[src/rtl/tcspq_pkg.sv]
`default_nettype none

package tcspq_pkg;

   localparam int FUNC_BITS   = 2;
   localparam int KEY_BITS    = 7;
   localparam int EXT_TAG_BITS = 16;
   localparam int STATUS_BITS = 3;

   localparam logic [FUNC_BITS-1:0] FUNC_ADD   = 2'd0;
   localparam logic [FUNC_BITS-1:0] FUNC_SERVE = 2'd1;
   localparam logic [FUNC_BITS-1:0] FUNC_LIST  = 2'd2;

   localparam logic [STATUS_BITS-1:0] ST_ADDED  = 3'd0;
   localparam logic [STATUS_BITS-1:0] ST_SERVED = 3'd1;
   localparam logic [STATUS_BITS-1:0] ST_NONE   = 3'd2;
   localparam logic [STATUS_BITS-1:0] ST_LIST   = 3'd3;
   localparam logic [STATUS_BITS-1:0] ST_EMPTY  = 3'd4;
   localparam logic [STATUS_BITS-1:0] ST_FULL   = 3'd5;

   localparam logic QSEL_NORMAL   = 1'b0;
   localparam logic QSEL_PRIORITY = 1'b1;

   localparam logic [KEY_BITS-1:0] THRESHOLD_RESET = 7'd60;

   // Register index decoded from paddr[2]
   localparam logic REG_THRESHOLD = 1'b0;

   // Per-cell load select, worked out by the chain
   typedef struct packed {
      logic load_new;
      logic take_nbr;
      logic take_head;
   } cell_ctrl_type;

   // Per-queue command from the sequencer
   typedef struct packed {
      logic push;
      logic pop;
      logic rotate;
   } chain_cmd_type;

endpackage

`default_nettype wire

[src/rtl/tcspq_cell.sv]
`default_nettype none

module tcspq_cell
   import tcspq_pkg::*;
#(
   parameter int WIDTH = 16
) (
   input  wire logic                 clock,
   input  wire cell_ctrl_type        ctrl,
   input  wire logic [WIDTH-1:0]     new_data,
   input  wire logic [WIDTH-1:0]     nbr_data,
   input  wire logic [WIDTH-1:0]     head_data,
   output logic      [WIDTH-1:0]     data
);

   logic [WIDTH-1:0] data_ff;
   logic [WIDTH-1:0] data_in;

   always_comb begin
      data_in = data_ff;
      if (ctrl.load_new) begin
         data_in = new_data;
      end else if (ctrl.take_head) begin
         data_in = head_data;
      end else if (ctrl.take_nbr) begin
         data_in = nbr_data;
      end
   end

   always_ff @(posedge clock) begin
      data_ff <= data_in;
   end

   assign data = data_ff;

endmodule

`default_nettype wire

[src/rtl/tcspq_chain.sv]
`default_nettype none

module tcspq_chain
   import tcspq_pkg::*;
#(
   parameter int DEPTH = 16,
   parameter int WIDTH = 16,
   parameter int CNT_BITS = 5
) (
   input  wire logic                 clock,
   input  wire logic                 reset,
   input  wire chain_cmd_type        cmd,
   input  wire logic [WIDTH-1:0]     push_data,
   output logic      [WIDTH-1:0]     head_data,
   output logic      [CNT_BITS-1:0]  count
);

   logic [CNT_BITS-1:0] count_ff;
   logic [CNT_BITS-1:0] count_in;
   logic [CNT_BITS-1:0] last_idx;
   logic [WIDTH-1:0]    cell_q [DEPTH];

   assign last_idx = count_ff - 1'b1;

   for (genvar i = 0; i < DEPTH; i++) begin : g_cell
      cell_ctrl_type    ctrl;
      logic [WIDTH-1:0] nbr;

      if (i < DEPTH - 1) begin : g_nbr
         assign nbr = cell_q[i+1];
      end else begin : g_end
         assign nbr = '0;
      end

      // Rotate moves the head to the tail slot so a full pass restores order
      assign ctrl.load_new  = cmd.push && (count_ff == CNT_BITS'(i));
      assign ctrl.take_head = cmd.rotate && (last_idx == CNT_BITS'(i));
      assign ctrl.take_nbr  = cmd.pop || (cmd.rotate && (CNT_BITS'(i) < last_idx));

      tcspq_cell #(.WIDTH(WIDTH)) u_cell (
         .clock     (clock),
         .ctrl      (ctrl),
         .new_data  (push_data),
         .nbr_data  (nbr),
         .head_data (cell_q[0]),
         .data      (cell_q[i])
      );
   end

   always_comb begin
      count_in = count_ff;
      if (cmd.push) begin
         count_in = count_ff + 1'b1;
      end else if (cmd.pop) begin
         count_in = count_ff - 1'b1;
      end
   end

   always_ff @(posedge clock) begin
      if (reset) begin
         count_ff <= '0;
      end else begin
         count_ff <= count_in;
      end
   end

   assign head_data = cell_q[0];
   assign count     = count_ff;

endmodule

`default_nettype wire

[src/rtl/two_class_strict_priority_queue.sv]
// Add and serve: one result, registered, in the cycle after the word is taken; one word per cycle
// while the result slot is free. List: S_LIST_P, then S_LIST_N register the results, one per cycle
// while the slot is free, priority entries then normal entries (an empty marker for an empty queue);
// input is held off until the last is issued. Each queue is a row of cells; a serve shifts every
// cell toward the head and a list rotates the row one place per result. Sync reset empties both
// queues and sets the threshold to 60; cell contents are not cleared.
`default_nettype none

module two_class_strict_priority_queue
   import tcspq_pkg::*;
#(
   parameter int QUEUE_DEPTH = 16,
   parameter int TAG_BITS    = 16
) (
   input  wire logic                     clock,
   input  wire logic                     reset,

   input  wire logic                     req_valid,
   output logic                          req_ready,
   input  wire logic [FUNC_BITS-1:0]     req_func,
   input  wire logic [EXT_TAG_BITS-1:0]  req_entry_tag,
   input  wire logic [KEY_BITS-1:0]      req_class_key,

   output logic                          rsp_valid,
   input  wire logic                     rsp_ready,
   output logic      [STATUS_BITS-1:0]   rsp_status,
   output logic                          rsp_queue_sel,
   output logic      [EXT_TAG_BITS-1:0]  rsp_entry_out,
   output logic                          rsp_last,

   input  wire logic                     psel,
   input  wire logic                     penable,
   input  wire logic                     pwrite,
   input  wire logic [2:0]               paddr,
   input  wire logic [31:0]              pwdata,
   output logic      [31:0]              prdata,
   output logic                          pready
);

   localparam int CNT_BITS = $clog2(QUEUE_DEPTH + 1);
   localparam logic [CNT_BITS-1:0] FULL_COUNT = CNT_BITS'(QUEUE_DEPTH);

   localparam logic [1:0] S_IDLE   = 2'd0;
   localparam logic [1:0] S_LIST_P = 2'd1;
   localparam logic [1:0] S_LIST_N = 2'd2;

   logic [1:0]             state_ff, state_in;
   logic [CNT_BITS-1:0]    idx_ff, idx_in;
   logic [KEY_BITS-1:0]    thr_ff, thr_in;

   logic                   out_valid_ff, out_valid_in;
   logic [STATUS_BITS-1:0] out_status_ff, out_status_in;
   logic                   out_sel_ff, out_sel_in;
   logic [TAG_BITS-1:0]    out_tag_ff, out_tag_in;
   logic                   out_last_ff, out_last_in;

   logic [TAG_BITS-1:0]    tag_in;
   logic [TAG_BITS-1:0]    p_head, n_head;
   logic [CNT_BITS-1:0]    p_count, n_count;
   chain_cmd_type          p_cmd, n_cmd;
   logic                   slot_free;
   logic                   accept;
   logic                   csr_write;

   // Fit the tag port to the stored width
   if (TAG_BITS > EXT_TAG_BITS) begin : g_tag_wide
      assign tag_in        = {{(TAG_BITS-EXT_TAG_BITS){1'b0}}, req_entry_tag};
      assign rsp_entry_out = out_tag_ff[EXT_TAG_BITS-1:0];
   end else if (TAG_BITS == EXT_TAG_BITS) begin : g_tag_same
      assign tag_in        = req_entry_tag;
      assign rsp_entry_out = out_tag_ff;
   end else begin : g_tag_narrow
      assign tag_in        = req_entry_tag[TAG_BITS-1:0];
      assign rsp_entry_out = {{(EXT_TAG_BITS-TAG_BITS){1'b0}}, out_tag_ff};
   end

   tcspq_chain #(.DEPTH(QUEUE_DEPTH), .WIDTH(TAG_BITS), .CNT_BITS(CNT_BITS)) u_prio (
      .clock     (clock),
      .reset     (reset),
      .cmd       (p_cmd),
      .push_data (tag_in),
      .head_data (p_head),
      .count     (p_count)
   );

   tcspq_chain #(.DEPTH(QUEUE_DEPTH), .WIDTH(TAG_BITS), .CNT_BITS(CNT_BITS)) u_norm (
      .clock     (clock),
      .reset     (reset),
      .cmd       (n_cmd),
      .push_data (tag_in),
      .head_data (n_head),
      .count     (n_count)
   );

   assign slot_free = !out_valid_ff || rsp_ready;
   assign req_ready = (state_ff == S_IDLE) && slot_free;
   assign accept    = req_valid && req_ready;

   always_comb begin
      state_in      = state_ff;
      idx_in        = idx_ff;
      p_cmd         = '0;
      n_cmd         = '0;
      out_valid_in  = out_valid_ff && !rsp_ready;
      out_status_in = out_status_ff;
      out_sel_in    = out_sel_ff;
      out_tag_in    = out_tag_ff;
      out_last_in   = out_last_ff;

      unique case (state_ff)
         S_IDLE: begin
            if (accept) begin
               case (req_func)
                  FUNC_ADD: begin
                     out_valid_in = 1'b1;
                     out_last_in  = 1'b1;
                     if (req_class_key >= thr_ff) begin
                        out_sel_in = QSEL_PRIORITY;
                        if (p_count == FULL_COUNT) begin
                           out_status_in = ST_FULL;
                           out_tag_in    = '0;
                        end else begin
                           p_cmd.push    = 1'b1;
                           out_status_in = ST_ADDED;
                           out_tag_in    = tag_in;
                        end
                     end else begin
                        out_sel_in = QSEL_NORMAL;
                        if (n_count == FULL_COUNT) begin
                           out_status_in = ST_FULL;
                           out_tag_in    = '0;
                        end else begin
                           n_cmd.push    = 1'b1;
                           out_status_in = ST_ADDED;
                           out_tag_in    = tag_in;
                        end
                     end
                  end
                  FUNC_SERVE: begin
                     out_valid_in = 1'b1;
                     out_last_in  = 1'b1;
                     if (p_count != '0) begin
                        p_cmd.pop     = 1'b1;
                        out_status_in = ST_SERVED;
                        out_sel_in    = QSEL_PRIORITY;
                        out_tag_in    = p_head;
                     end else if (n_count != '0) begin
                        n_cmd.pop     = 1'b1;
                        out_status_in = ST_SERVED;
                        out_sel_in    = QSEL_NORMAL;
                        out_tag_in    = n_head;
                     end else begin
                        out_status_in = ST_NONE;
                        out_sel_in    = QSEL_NORMAL;
                        out_tag_in    = '0;
                     end
                  end
                  FUNC_LIST: begin
                     state_in = S_LIST_P;
                     idx_in   = '0;
                  end
                  default: begin
                     // drop unused code
                  end
               endcase
            end
         end
         S_LIST_P: begin
            if (slot_free) begin
               out_valid_in = 1'b1;
               out_sel_in   = QSEL_PRIORITY;
               out_last_in  = 1'b0;
               if (p_count == '0) begin
                  out_status_in = ST_EMPTY;
                  out_tag_in    = '0;
                  state_in      = S_LIST_N;
                  idx_in        = '0;
               end else begin
                  p_cmd.rotate  = 1'b1;
                  out_status_in = ST_LIST;
                  out_tag_in    = p_head;
                  if (idx_ff == p_count - 1'b1) begin
                     state_in = S_LIST_N;
                     idx_in   = '0;
                  end else begin
                     idx_in = idx_ff + 1'b1;
                  end
               end
            end
         end
         S_LIST_N: begin
            if (slot_free) begin
               out_valid_in = 1'b1;
               out_sel_in   = QSEL_NORMAL;
               if (n_count == '0) begin
                  out_status_in = ST_EMPTY;
                  out_tag_in    = '0;
                  out_last_in   = 1'b1;
                  state_in      = S_IDLE;
               end else begin
                  n_cmd.rotate  = 1'b1;
                  out_status_in = ST_LIST;
                  out_tag_in    = n_head;
                  if (idx_ff == n_count - 1'b1) begin
                     out_last_in = 1'b1;
                     state_in    = S_IDLE;
                     idx_in      = '0;
                  end else begin
                     out_last_in = 1'b0;
                     idx_in      = idx_ff + 1'b1;
                  end
               end
            end
         end
         default: begin
            state_in = S_IDLE;
         end
      endcase
   end

   // Configuration port
   assign csr_write = psel && penable && pwrite && pready;
   assign pready    = 1'b1;

   always_comb begin
      thr_in = thr_ff;
      if (csr_write && (paddr[2] == REG_THRESHOLD)) begin
         thr_in = pwdata[KEY_BITS-1:0];
      end
   end

   always_comb begin
      prdata = '0;
      if (paddr[2] == REG_THRESHOLD) begin
         prdata = {{(32-KEY_BITS){1'b0}}, thr_ff};
      end
   end

   always_ff @(posedge clock) begin
      if (reset) begin
         state_ff     <= S_IDLE;
         idx_ff       <= '0;
         thr_ff       <= THRESHOLD_RESET;
         out_valid_ff <= 1'b0;
      end else begin
         state_ff     <= state_in;
         idx_ff       <= idx_in;
         thr_ff       <= thr_in;
         out_valid_ff <= out_valid_in;
      end
   end

   always_ff @(posedge clock) begin
      out_status_ff <= out_status_in;
      out_sel_ff    <= out_sel_in;
      out_tag_ff    <= out_tag_in;
      out_last_ff   <= out_last_in;
   end

   assign rsp_valid     = out_valid_ff;
   assign rsp_status    = out_status_ff;
   assign rsp_queue_sel = out_sel_ff;
   assign rsp_last      = out_last_ff;

endmodule

`default_nettype wire
[config.mk]
export PLATFORM = sky130hd
export DESIGN_NAME = two_class_strict_priority_queue
export DESIGN_NICKNAME = d
export VERILOG_FILES = /design/src/rtl/tcspq_pkg.sv /design/src/rtl/tcspq_cell.sv /design/src/rtl/tcspq_chain.sv /design/src/rtl/two_class_strict_priority_queue.sv
export SDC_FILE = /design/constraint.sdc
export NUM_CORES = 1
export LEC_CHECK = 0
export BUFFER_PORTS_ARGS = -buffer_cell sky130_fd_sc_hd__buf_2
export CAP_MARGIN = 20
export CORE_ASPECT_RATIO = 0.6
export CORE_MARGIN = 2
export CORE_UTILIZATION = 50
export CTS_CLUSTER_DIAMETER = 60
export DETAILED_ROUTE_END_ITERATION = 16
export GPL_TIMING_DRIVEN = 0
export PLACE_DENSITY = 0.69
export SYNTH_ARGS = -nofsm -noshare
export SYNTH_HDL_FRONTEND = slang
export SYNTH_SLANG_ARGS = --single-unit
[constraint.sdc]
create_clock -name clock -period 3.5 [get_ports clock]
set_input_delay 0.7 -clock clock [delete_from_list [all_inputs] [get_ports clock]]
set_output_delay 0.7 -clock clock [all_outputs]
set_load 0.005 [all_outputs]
==> impl_metrics.json, run 1 <==
{
  "coreArea_um2": 62500,
  "die_area_um2": 65100,
  "path_max_fanout": 10,
  "startpoint_type": "flip-flop",
  "ant_nets": 0,
  "grt_pass1_wl_mm": 134,
  "syn2layout_area_growth_pct": 13.0,
  "syn_area_um2": 31500,
  "seq_area_frac_synth": 0.524,
  "cp_top_family": "buffers and inverters",
  "clockRootBuffer": "clkbuf_16",
  "die_x_um": 328,
  "netlist.area_leader.share": 0.508,
  "rows": 71,
  "violations": "setup timing",
  "leakagePower_nw": 16.7,
  "synth_compound_area_frac": 0.0521,
  "fmax_mhz": 280,
  "fin_ws_ns": -0.0653,
  "synth_xor_area_frac": 0.00528,
  "cts_tree": "built",
  "synthArstFlopShare": 0,
  "reg2reg_slack_ns": -0.07,
  "synth.largest_area_cell": "edfxtp_1",
  "tightest_slew_ns": 0.978,
  "path_cells": "buf_2 -> buf_2 -> nor2_1 -> nand3_1 -> mux2i_2 -> clkbuf_2 -> o21ai_0",
  "vias_per_cell": 6.11,
  "dpl-instance-area_um2": 33100,
  "synth_cell_types": 90,
  "critPathMaxStageDelay_ns": 0.78,
  "crit_buf_inv": 3,
  "grt_start_max_net_pins": 17,
  "critical-path-top-cell-by-count": "buf_2",
  "reg2reg_to": "rsp_entry_out[3]$_DFFE_PP_",
  "crit_start": "u_norm.count[3]$_SDFFE_PP0P_",
  "grtUsageTotal": 0.274,
  "required_ns": 3.78,
  "pre_cts_ws_ns": -1.05,
  "routedWlPerCell_um": 25.7,
  "io_pins": 123,
  "most-common-layout-cells": "886 x mux2i_1, 533 x edfxtp_1, 140 x buf_2",
  "h-tree-depth": 2,
  "synth_edf_count": 533,
  "rr_worst_depth": 7,
  "hold_path_startpoint": "pwdata[0]",
  "initial_utilization": 0.504,
  "drt_first_pass_iters": 8,
  "synth.area.mux_share": 0.295,
  "slowest_stage": "mux2i_2",
  "insertion_delay_ns": 0.66,
  "path_clk_slew_ns": 0.07,
  "synth_top_family_by_area": "multiplexers",
  "peakVddDrop_mv": 0.346,
  "wirelength_mm": 90.5,
  "max_cap_violations": 0,
  "clock_path_buffers": 3,
  "finClkSkew_ns": 0.0211,
  "min_path_type": "input port to flip-flop",
  "synth-seq-cells": 558,
  "dp_hpwl_mm": 67.3,
  "grt_pass1_vias": 20800,
  "synth.avg_cell_area_um2": 12.9,
  "ys_top_cells_by_area": "edfxtp_1 51%, mux2i_1 28%, dfxtp_1 1.6%, clkbuf_1 1.3%, mux2_2 1.3%",
  "synth_ff_type": "edfxtp_1",
  "cp.arrival_ns": 3.84,
  "drc": 0,
  "end_kind": "flip-flop",
  "cts.sinks": 558,
  "fin_util": 0.570,
  "io_buffers": 68,
  "antenna_found_initial": 4,
  "finalInstanceArea_um2": 35600,
  "layout-drive-gt1-share": 0.179,
  "finalWeightedCongestion": 0.968,
  "worst-setup-path-type": "flip-flop to flip-flop",
  "rsz0062_at_grt": "yes",
  "final_common_cell": "mux2i_1",
  "fill_cells": 5091,
  "final-setup-viol-count": 1,
  "min_period_over_period": 1.02,
  "whs_endpoint": "thr_ff[0]$_SDFFE_PP0P_",
  "status": "complete, but fails checks",
  "finalMaxSlewViolations": 0,
  "cts_buffers": 55,
  "yosys_warnings": 0,
  "fp.dieH_um": 199,
  "finalWorstPathRequiredPeriod_ns": 3.57,
  "maxSlewHeadroom": 0.348,
  "p_per_area_nw_per_um2": 481,
  "reg2reg_from": "u_norm.count[3]$_SDFFE_PP0P_",
  "dr.first_iter.drc_count": 2496,
  "overflow": 0,
  "synthAdderAreaFrac": 0.0103,
  "cts_hold_buf": 0,
  "synth-simple-area-share": 0.0587,
  "min_delay_path_depth": 3,
  "hold_viol": 0,
  "vias": 21500,
  "setup_tns_ns": -0.0653,
  "syn_inst": 2436,
  "nets": 2723,
  "power_mw": 17.1
}
## worst max-delay path by stage
stage	endpoint	slack (ns)	cells after the start
after global placement	u_prio.g_cell[7].u_cell.data[10]$_DFFE_PP_	-1.23	12
after global routing	rsp_entry_out[3]$_DFFE_PP_	-0.07	7
final	rsp_entry_out[3]$_DFFE_PP_	-0.07	7
after CTS	u_norm.g_cell[2].u_cell.data[5]$_DFFE_PP_	-0.06	10
after floorplan	u_prio.g_cell[7].u_cell.data[0]$_DFFE_PP_	0.07	10
after detailed placement	u_norm.g_cell[3].u_cell.data[11]$_DFFE_PP_	-1.05	11
## synthesized netlist by cell type (all sizes together) (5+ instances only)
master / count
nand2: 99
a21oi: 73
mux2: 37
o21ai: 43
clkinv: 16
mux2i: 887
a222oi: 16
xor2: 10
a211oi: 9
or2: 5
nand2b: 9
a31oi: 5
buf: 168
nand3: 31
nor2: 109
o211ai: 18
nor2b: 18
xnor2: 9
ha: 26
edfxtp: 533
and3: 12
a22o: 18
dfxtp: 25
clkbuf: 113
nand4b: 9
and2: 6
nand4: 25
a21o: 7
inv: 24
nor3: 11
## metrics by stage
step | hold WS, ns | cells
4_1_cts | 0.269 | 3501
2_1_floorplan | 0.463 | 2460
3_3_place_gp | 0.479 | 3367
5_1_grt | 0.288 | 3516
3_5_place_dp | 0.488 | 3379
6_report | 0.299 | 3518
## cell type report
| class | count | area [µm²] | share of cell area |
|---|---|---|---|
| timing repair buffer | 114 | 757 | 0.0212 |
| multi-input combinational | 1581 | 13700 | 0.385 |
| clock buffer | 66 | 1440 | 0.0404 |
| clock inverter | 37 | 393 | 0.0110 |
| antenna | 3 | 7.51 | 0.000211 |
| tap | 839 | 1050 | 0.0295 |
| buffer | 280 | 1610 | 0.0452 |
| inverter | 40 | 153 | 0.00428 |
| sequential | 558 | 16500 | 0.463 |
## routing by layer
layer | vias up | GRT usage | wire length (µm)
met5 | - | 0 | 0
met1 | 10800 | 0.446 | 45200
met3 | 89 | 0.0732 | 9810
met2 | 1028 | 0.358 | 34200
li1 | 9539 | - | -
met4 | 0 | 0.0524 | 1210
## registers in the layout (all words and copies together) (netlist names)
register                   count
u_norm.g_cell.u_cell.data    256
u_prio.g_cell.u_cell.data    256
rsp_entry_out                 16
thr_ff                         7
idx_ff                         5
u_norm.count                   5
u_prio.count                   5
rsp_status                     3
state_ff                       2
rsp_last                       1
rsp_queue_sel                  1
rsp_valid                      1
## what timing repair did
action,CTS,global route
endpoints found under the setup margin,516,499
setup buffers,19,13
pin swaps,8,6
resized for setup,47,47
gates cloned,0,0
## power breakdown
group          switching, mW  total, mW  internal [mW]
sequential             0.156       8.14           7.99
combinational           1.88       2.76          0.877
clock                   2.76       6.23           3.46
total                   4.80       17.1           12.3
## tightest hold or removal path: stages
cell and delay, ns:
buf_2 0.08, mux2i_1 0.06, nor2_1 0.07
## cells by family (layout without fill, tap and decap cells)
| group | Yosys count | after routing |
|---|---|---|
| and+or+nand+nor | 354 | 354 |
| buffers and inverters | 321 | 537 |
| DFF | 558 | 558 |
| muxes | 924 | 924 |
| AOI/OAI and AO/OA | 232 | 232 |
| adders and majority gates | 26 | 26 |
| xor gates and xnor gates | 19 | 19 |
| other | 2 | 29 |
Power figures use the tool's default switching activity.
==> run 2, diff against run 1 <==
--- a/config.mk
+++ b/config.mk
@@ -7,13 +7,13 @@
 export LEC_CHECK = 0
 export BUFFER_PORTS_ARGS = -buffer_cell sky130_fd_sc_hd__buf_2
 export CAP_MARGIN = 20
-export CORE_ASPECT_RATIO = 0.6
+export CORE_ASPECT_RATIO = 1.1
 export CORE_MARGIN = 2
-export CORE_UTILIZATION = 50
+export CORE_UTILIZATION = 30
 export CTS_CLUSTER_DIAMETER = 60
 export DETAILED_ROUTE_END_ITERATION = 16
 export GPL_TIMING_DRIVEN = 0
-export PLACE_DENSITY = 0.69
+export MAX_ROUTING_LAYER = met4
 export SYNTH_ARGS = -nofsm -noshare
 export SYNTH_HDL_FRONTEND = slang
 export SYNTH_SLANG_ARGS = --single-unit
==> run 2 against run 1 <==
The run now ends clean. Routed wire length is 1.4% lower. Combinational power fell by 5%. Critical path depth increased by 4. Clock skew is 0.0027 ns higher. Sequential share of layout area decreased by 0.98 points. Maximum frequency grew 5.5%. Cell count is 16% higher. Design area up 2.2%. Die area increased by 65%.
==> impl_metrics.json, run 2 (synthesis results as in run 1) <==
{
  "status": "complete, no violations",
  "grt_pass1_vias": 20300,
  "min_path_type": "input port to flip-flop",
  "most-common-layout-cells": "886 x mux2i_1, 533 x edfxtp_1, 145 x buf_2",
  "vias": 20400,
  "final_common_cell": "mux2i_1",
  "finClkSkew_ns": 0.0238,
  "pre_cts_ws_ns": -1.20,
  "drc": 0,
  "maxSlewHeadroom": 0.401,
  "grt_start_max_net_pins": 17,
  "nets": 2731,
  "hold_viol": 0,
  "dr.first_iter.drc_count": 1516,
  "leakagePower_nw": 16.7,
  "grt_pass1_wl_mm": 134,
  "fin_ws_ns": 0.120,
  "rows": 124,
  "wirelength_mm": 89.2,
  "setup_tns_ns": 0,
  "syn2layout_area_growth_pct": 15.5,
  "die_x_um": 313,
  "peakVddDrop_mv": 0.334,
  "cts_hold_buf": 0,
  "die_area_um2": 108000,
  "dp_hpwl_mm": 65.2,
  "end_kind": "flip-flop",
  "fmax_mhz": 296,
  "insertion_delay_ns": 0.62,
  "grtUsageTotal": 0.168,
  "min_period_over_period": 0.966,
  "rr_worst_depth": 11,
  "cts_tree": "built",
  "startpoint_type": "flip-flop",
  "drt_first_pass_iters": 6,
  "finalWorstPathRequiredPeriod_ns": 3.38,
  "h-tree-depth": 3,
  "path_max_fanout": 10,
  "ant_nets": 0,
  "cts.sinks": 558,
  "required_ns": 3.85,
  "rsz0062_at_grt": "yes",
  "clock_path_buffers": 3,
  "final-setup-viol-count": 0,
  "p_per_area_nw_per_um2": 488,
  "routedWlPerCell_um": 21.9,
  "power_mw": 17.8,
  "layout-drive-gt1-share": 0.179,
  "cts_buffers": 70,
  "min_delay_path_depth": 3,
  "worst-setup-path-type": "flip-flop to flip-flop",
  "tightest_slew_ns": 0.898,
  "antenna_found_initial": 12,
  "overflow": 0,
  "cp.arrival_ns": 3.74,
  "fp.dieH_um": 344,
  "path_clk_slew_ns": 0.06,
  "initial_utilization": 0.303,
  "coreArea_um2": 104000,
  "io_pins": 123,
  "finalMaxSlewViolations": 0,
  "clockRootBuffer": "clkbuf_16",
  "max_cap_violations": 0,
  "io_buffers": 68,
  "finalWeightedCongestion": 0.889,
  "vias_per_cell": 4.99
}
-- run 2: repair_timing --
action	CTS	global route
setup buffers	16	10
setup endpoints to repair	491	337
pin swaps	7	1
gates resized for setup	36	18
-- run 2: final cells by class --
class	count	area (µm²)
Fill cell	10100	67700
Sequential cell	558	16500
Multi-Input combinational cell	1581	13600
Clock buffer	78	1780
Tap cell	1386	1730
Buffer	281	1590
Timing Repair Buffer	106	648
Clock inverter	43	375
Inverter	40	153
Antenna cell	9	22.5
-- run 2: metrics by stage --
| stage | instance area, µm² | instances | util | hold slack, ns |
|---|---|---|---|---|
| finish | 36400 | 4082 | 0.350 | 0.333 |
| CTS | 36300 | 4063 | 0.348 | 0.318 |
| global route | 36400 | 4080 | 0.350 | 0.341 |
| floorplan | 31600 | 2460 | - | 0.463 |
| detailed placement | 33800 | 3926 | 0.325 | 0.488 |
| global placement | 33700 | 3914 | 0.324 | 0.479 |
-- run 2: per-layer routing --
metal,track usage,share of wire,up-vias
met2,0.280,0.49,521
met4,0.0386,0.019,0
met1,0.216,0.44,10200
met3,0.0234,0.051,106
met5,-,0,-
li1,-,-,9538
-- run 2: final timing paths --
path	slack, ns	startpoint	to
worst min-delay path	0.33	pwdata[5]	thr_ff[5]$_SDFFE_PP1P_
worst max register to register	0.12	u_prio.count[0]$_SDFFE_PP0P_	u_prio.g_cell[12].u_cell.data[12]$_DFFE_PP_
worst max-delay path	0.12	u_prio.count[0]$_SDFFE_PP0P_	u_prio.g_cell[12].u_cell.data[12]$_DFFE_PP_
worst min register to register	0.50	thr_ff[6]$_SDFFE_PP0P_	thr_ff[6]$_SDFFE_PP0P_
-- run 2: where the power goes --
part	internal, mW	leakage, nW	switching (mW)
logic	0.845	10.6	1.79
registers	7.99	5.07	0.196
clock network	3.99	1.06	2.96
total	12.8	16.7	4.95
-- run 2: worst max-delay path: stages (launching register included) --
cell      delay (ns)
dfxtp_1         0.41
clkbuf_4        0.25
inv_1           0.11
ha_1            0.30
buf_4           0.22
inv_1           0.08
nor2_1          0.10
a21oi_2         0.46
nor2_2          0.23
a311oi_2        0.45
o211ai_1        0.25
buf_4           0.25
==> run 3, diff against run 2 <==
--- a/config.mk
+++ b/config.mk
@@ -5,6 +5,7 @@
 export SDC_FILE = /design/constraint.sdc
 export NUM_CORES = 1
 export LEC_CHECK = 0
+export ABC_AREA = 1
 export BUFFER_PORTS_ARGS = -buffer_cell sky130_fd_sc_hd__buf_2
 export CAP_MARGIN = 20
 export CORE_ASPECT_RATIO = 1.1
@@ -14,6 +15,7 @@
 export DETAILED_ROUTE_END_ITERATION = 16
 export GPL_TIMING_DRIVEN = 0
 export MAX_ROUTING_LAYER = met4
+export SLEW_MARGIN = 15
 export SYNTH_ARGS = -nofsm -noshare
 export SYNTH_HDL_FRONTEND = slang
 export SYNTH_SLANG_ARGS = --single-unit
==> run 3 against run 2 <==
The run now ends with setup timing left. Register-to-register slack worse by 0.14 ns. Non-clock buffer count up 7. Clock skew up 0.010 ns. First-iteration DRC count up 140%. Sequential cell count unchanged. Routed wire length up 37%. Sequential power up 12%. Sequential share of layout area up 1.2 points. Clock-buffer cell count down 14. Combinational power up 95%. Area after synthesis down 2.0%. Critical endpoint is now u_prio.g_cell[1].u_cell.data[10]$_DFFE_PP_.
==> impl_metrics.json, run 3 <==
{
  "path_max_fanout": 16,
  "fmax_mhz": 284,
  "synth.most_common_cell": "nand2_1",
  "path_cells": "inv_2 -> ha_1 -> inv_1 -> nand2_1 -> nand2_2 -> inv_2 -> nor2_1 -> nand2_1 -> a211oi_1 -> nand2_1",
  "rows": 123,
  "vias_per_cell": 5.35,
  "grtUsageTotal": 0.232,
  "max_cap_violations": 0,
  "rsz0062_at_grt": "no",
  "seq_area_frac_synth": 0.534,
  "syn_inst": 3664,
  "grt_pass1_wl_mm": 174,
  "synth.cells.most_frequent": "1,113 x nand2_1, 783 x o21ai_0, 533 x edfxtp_1",
  "p_per_area_nw_per_um2": 599,
  "synth_cell_types": 45,
  "pre_cts_ws_ns": -0.568,
  "finalMaxSlewViolations": 0,
  "endpoint": "u_prio.g_cell[1].u_cell.data[10]$_DFFE_PP_",
  "grt_start_max_net_pins": 21,
  "layout-drive-gt1-share": 0.125,
  "finClkSkew_ns": 0.0339,
  "h-tree-depth": 2,
  "path_depth": 10,
  "vias": 28200,
  "setup_tns_ns": -0.125,
  "worst-setup-path-type": "flip-flop to flip-flop",
  "leakagePower_nw": 14.3,
  "syn2layout_area_growth_pct": 14.7,
  "slowest_stage": "nand2_1",
  "yosys_warnings": 0,
  "routedWlPerCell_um": 23.2,
  "fin_util": 0.347,
  "cts_hold_buf": 0,
  "tightest_slew_ns": 1.27,
  "cp_top_family": "simple AND/OR/NAND/NOR gates",
  "cp.arrival_ns": 3.75,
  "coreArea_um2": 102000,
  "min_period_over_period": 1.01,
  "fp.dieH_um": 341,
  "overflow": 0,
  "crit_buf_inv": 3,
  "ys_top_cells_by_area": "edfxtp_1 52%, nand2_1 14%, o21ai_0 13%, inv_1 2.8%, o21ai_1 2.3%",
  "stdcell_count": 5269,
  "crit_start": "u_prio.count[0]$_SDFFE_PP0P_",
  "synth-seq-cells": 558,
  "dp_cells": 5141,
  "status": "complete, but fails checks",
  "synth_edf_count": 533,
  "cts_tree": "built",
  "fill_cells": 10800,
  "synthArstFlopShare": 0,
  "path_clk_slew_ns": 0.06,
  "insertion_delay_ns": 0.68,
  "rr_worst_depth": 10,
  "startpoint_type": "flip-flop",
  "peakVddDrop_mv": 0.433,
  "netlist.area_leader.share": 0.518,
  "initial_utilization": 0.302,
  "syn_area_um2": 30900,
  "grt_pass1_vias": 26200,
  "cts.sinks": 558,
  "final_common_cell": "nand2_1",
  "wirelength_mm": 122,
  "finalWorstPathRequiredPeriod_ns": 3.52,
  "reg2reg_to": "u_prio.g_cell[1].u_cell.data[10]$_DFFE_PP_",
  "reg2reg_from": "u_prio.count[0]$_SDFFE_PP0P_",
  "die_area_um2": 106000,
  "final-setup-viol-count": 13,
  "reg2reg_slack_ns": -0.02,
  "cts_buffers": 57,
  "end_kind": "flip-flop",
  "die_x_um": 310,
  "nets": 3934,
  "dp_hpwl_mm": 84.1,
  "synth_ff_type": "edfxtp_1",
  "io_pins": 123,
  "io_buffers": 67,
  "fin_ws_ns": -0.0176,
  "whs_ns": 0.266,
  "antenna_found_initial": 13,
  "most-common-layout-cells": "1,112 x nand2_1, 779 x o21ai_0, 533 x edfxtp_1",
  "critical-path-top-cell-by-count": "nand2_1",
  "finalWeightedCongestion": 1.02,
  "synth.largest_area_cell": "edfxtp_1",
  "violations": "setup timing",
  "maxSlewHeadroom": 0.155,
  "drc": 0,
  "min_path_type": "input port to flip-flop",
  "required_ns": 3.74,
  "synth.avg_cell_area_um2": 8.43,
  "clock_path_buffers": 3,
  "critPathMaxStageDelay_ns": 0.68,
  "clockRootBuffer": "clkbuf_16",
  "drt_first_pass_iters": 6,
  "dr.first_iter.drc_count": 3700,
  "ant_nets": 0,
  "hold_viol": 0
}
==> run 3: cell types whose count changed in the layout (fill, tap and decap cells not counted), moves of 29 or more <==
cell and delta:
mux2_2 -37, mux2i_1 -886, inv_1 +206, nand3_1 +100, or2_2 +29, o21ai_1 +135, o21ai_0 +742, nand2_1 +1024
==> run 3: routing by layer <==
layer | GRT usage | routed length, µm | vias to the layer above
li1 | - | - | 12700
met1 | 0.288 | 46700 | 13300
met2 | 0.351 | 54600 | 1728
met3 | 0.0456 | 13000 | 390
met4 | 0.135 | 8160 | 0
met5 | - | 0 | -
==> run 3: worst reg2reg max path: cells and delay by family, from the launching register on <==
| kind | cells | cell delay, ns |
|---|---|---|
| and+or+nand+nor | 5 | 1.22 |
| AOI/OAI and AO/OA | 1 | 0.65 |
| DFF | 1 | 0.51 |
| buffers and inverters | 3 | 0.41 |
| adders and majority gates | 1 | 0.30 |
==> run 3: kinds of logic (layout without fill, tap and decap cells) <==
kind of cell | after synthesis | after routing | share of synthesized area
AOI/OAI and AO/OA | 1030 | 1030 | 0.169
and+or+nand+nor | 1486 | 1486 | 0.204
xor gates and xnor gates | 11 | 11 | 0.00312
buffers and inverters | 551 | 752 | 0.0787
other | 2 | 31 | 0.000243
DFF | 558 | 558 | 0.534
adders and majority gates | 26 | 26 | 0.0105
==> run 3: cell type report <==
class | count | area (µm²) | area share
sequential | 558 | 16500 | 0.466
multi-input combinational | 2579 | 12100 | 0.342
tap | 1375 | 1720 | 0.0485
buffer | 300 | 1500 | 0.0422
clock buffer | 64 | 1470 | 0.0416
inverter | 251 | 943 | 0.0266
clock inverter | 43 | 584 | 0.0165
timing repair buffer | 94 | 569 | 0.0161
antenna | 5 | 12.5 | 0.000353
==> run 3: timing repair <==
action	CTS	global route
endpoints found under the setup margin	298	152
pin swaps	5	5
resized for setup	9	6
buffers inserted	6	10
==> run 3: worst min-delay path by stage <==
stage / startpoint / endpoint / cells past startpoint
2_1_floorplan: thr_ff[0]$_SDFFE_PP0P_ / thr_ff[0]$_SDFFE_PP0P_ / 2
3_3_place_gp: thr_ff[0]$_SDFFE_PP0P_ / thr_ff[0]$_SDFFE_PP0P_ / 2
3_5_place_dp: thr_ff[0]$_SDFFE_PP0P_ / thr_ff[0]$_SDFFE_PP0P_ / 2
4_1_cts: pwdata[2] / thr_ff[2]$_SDFFE_PP1P_ / 3
5_1_grt: pwdata[5] / thr_ff[5]$_SDFFE_PP1P_ / 3
6_report: pwdata[3] / thr_ff[3]$_SDFFE_PP1P_ / 3
==> run 3: stage by stage <==
step | power (mW) | cell area [µm²]
floorplan | 11.9 | 31000
global placement | 14.1 | 33000
detailed placement | 14.2 | 33200
CTS | 21.0 | 35300
global route | 21.9 | 35400
finish | 21.2 | 35400
==> run 3: power breakdown <==
part | internal [mW] | switching [mW]
registers | 8.78 | 0.415
logic | 1.28 | 3.85
clock network | 4.00 | 2.89
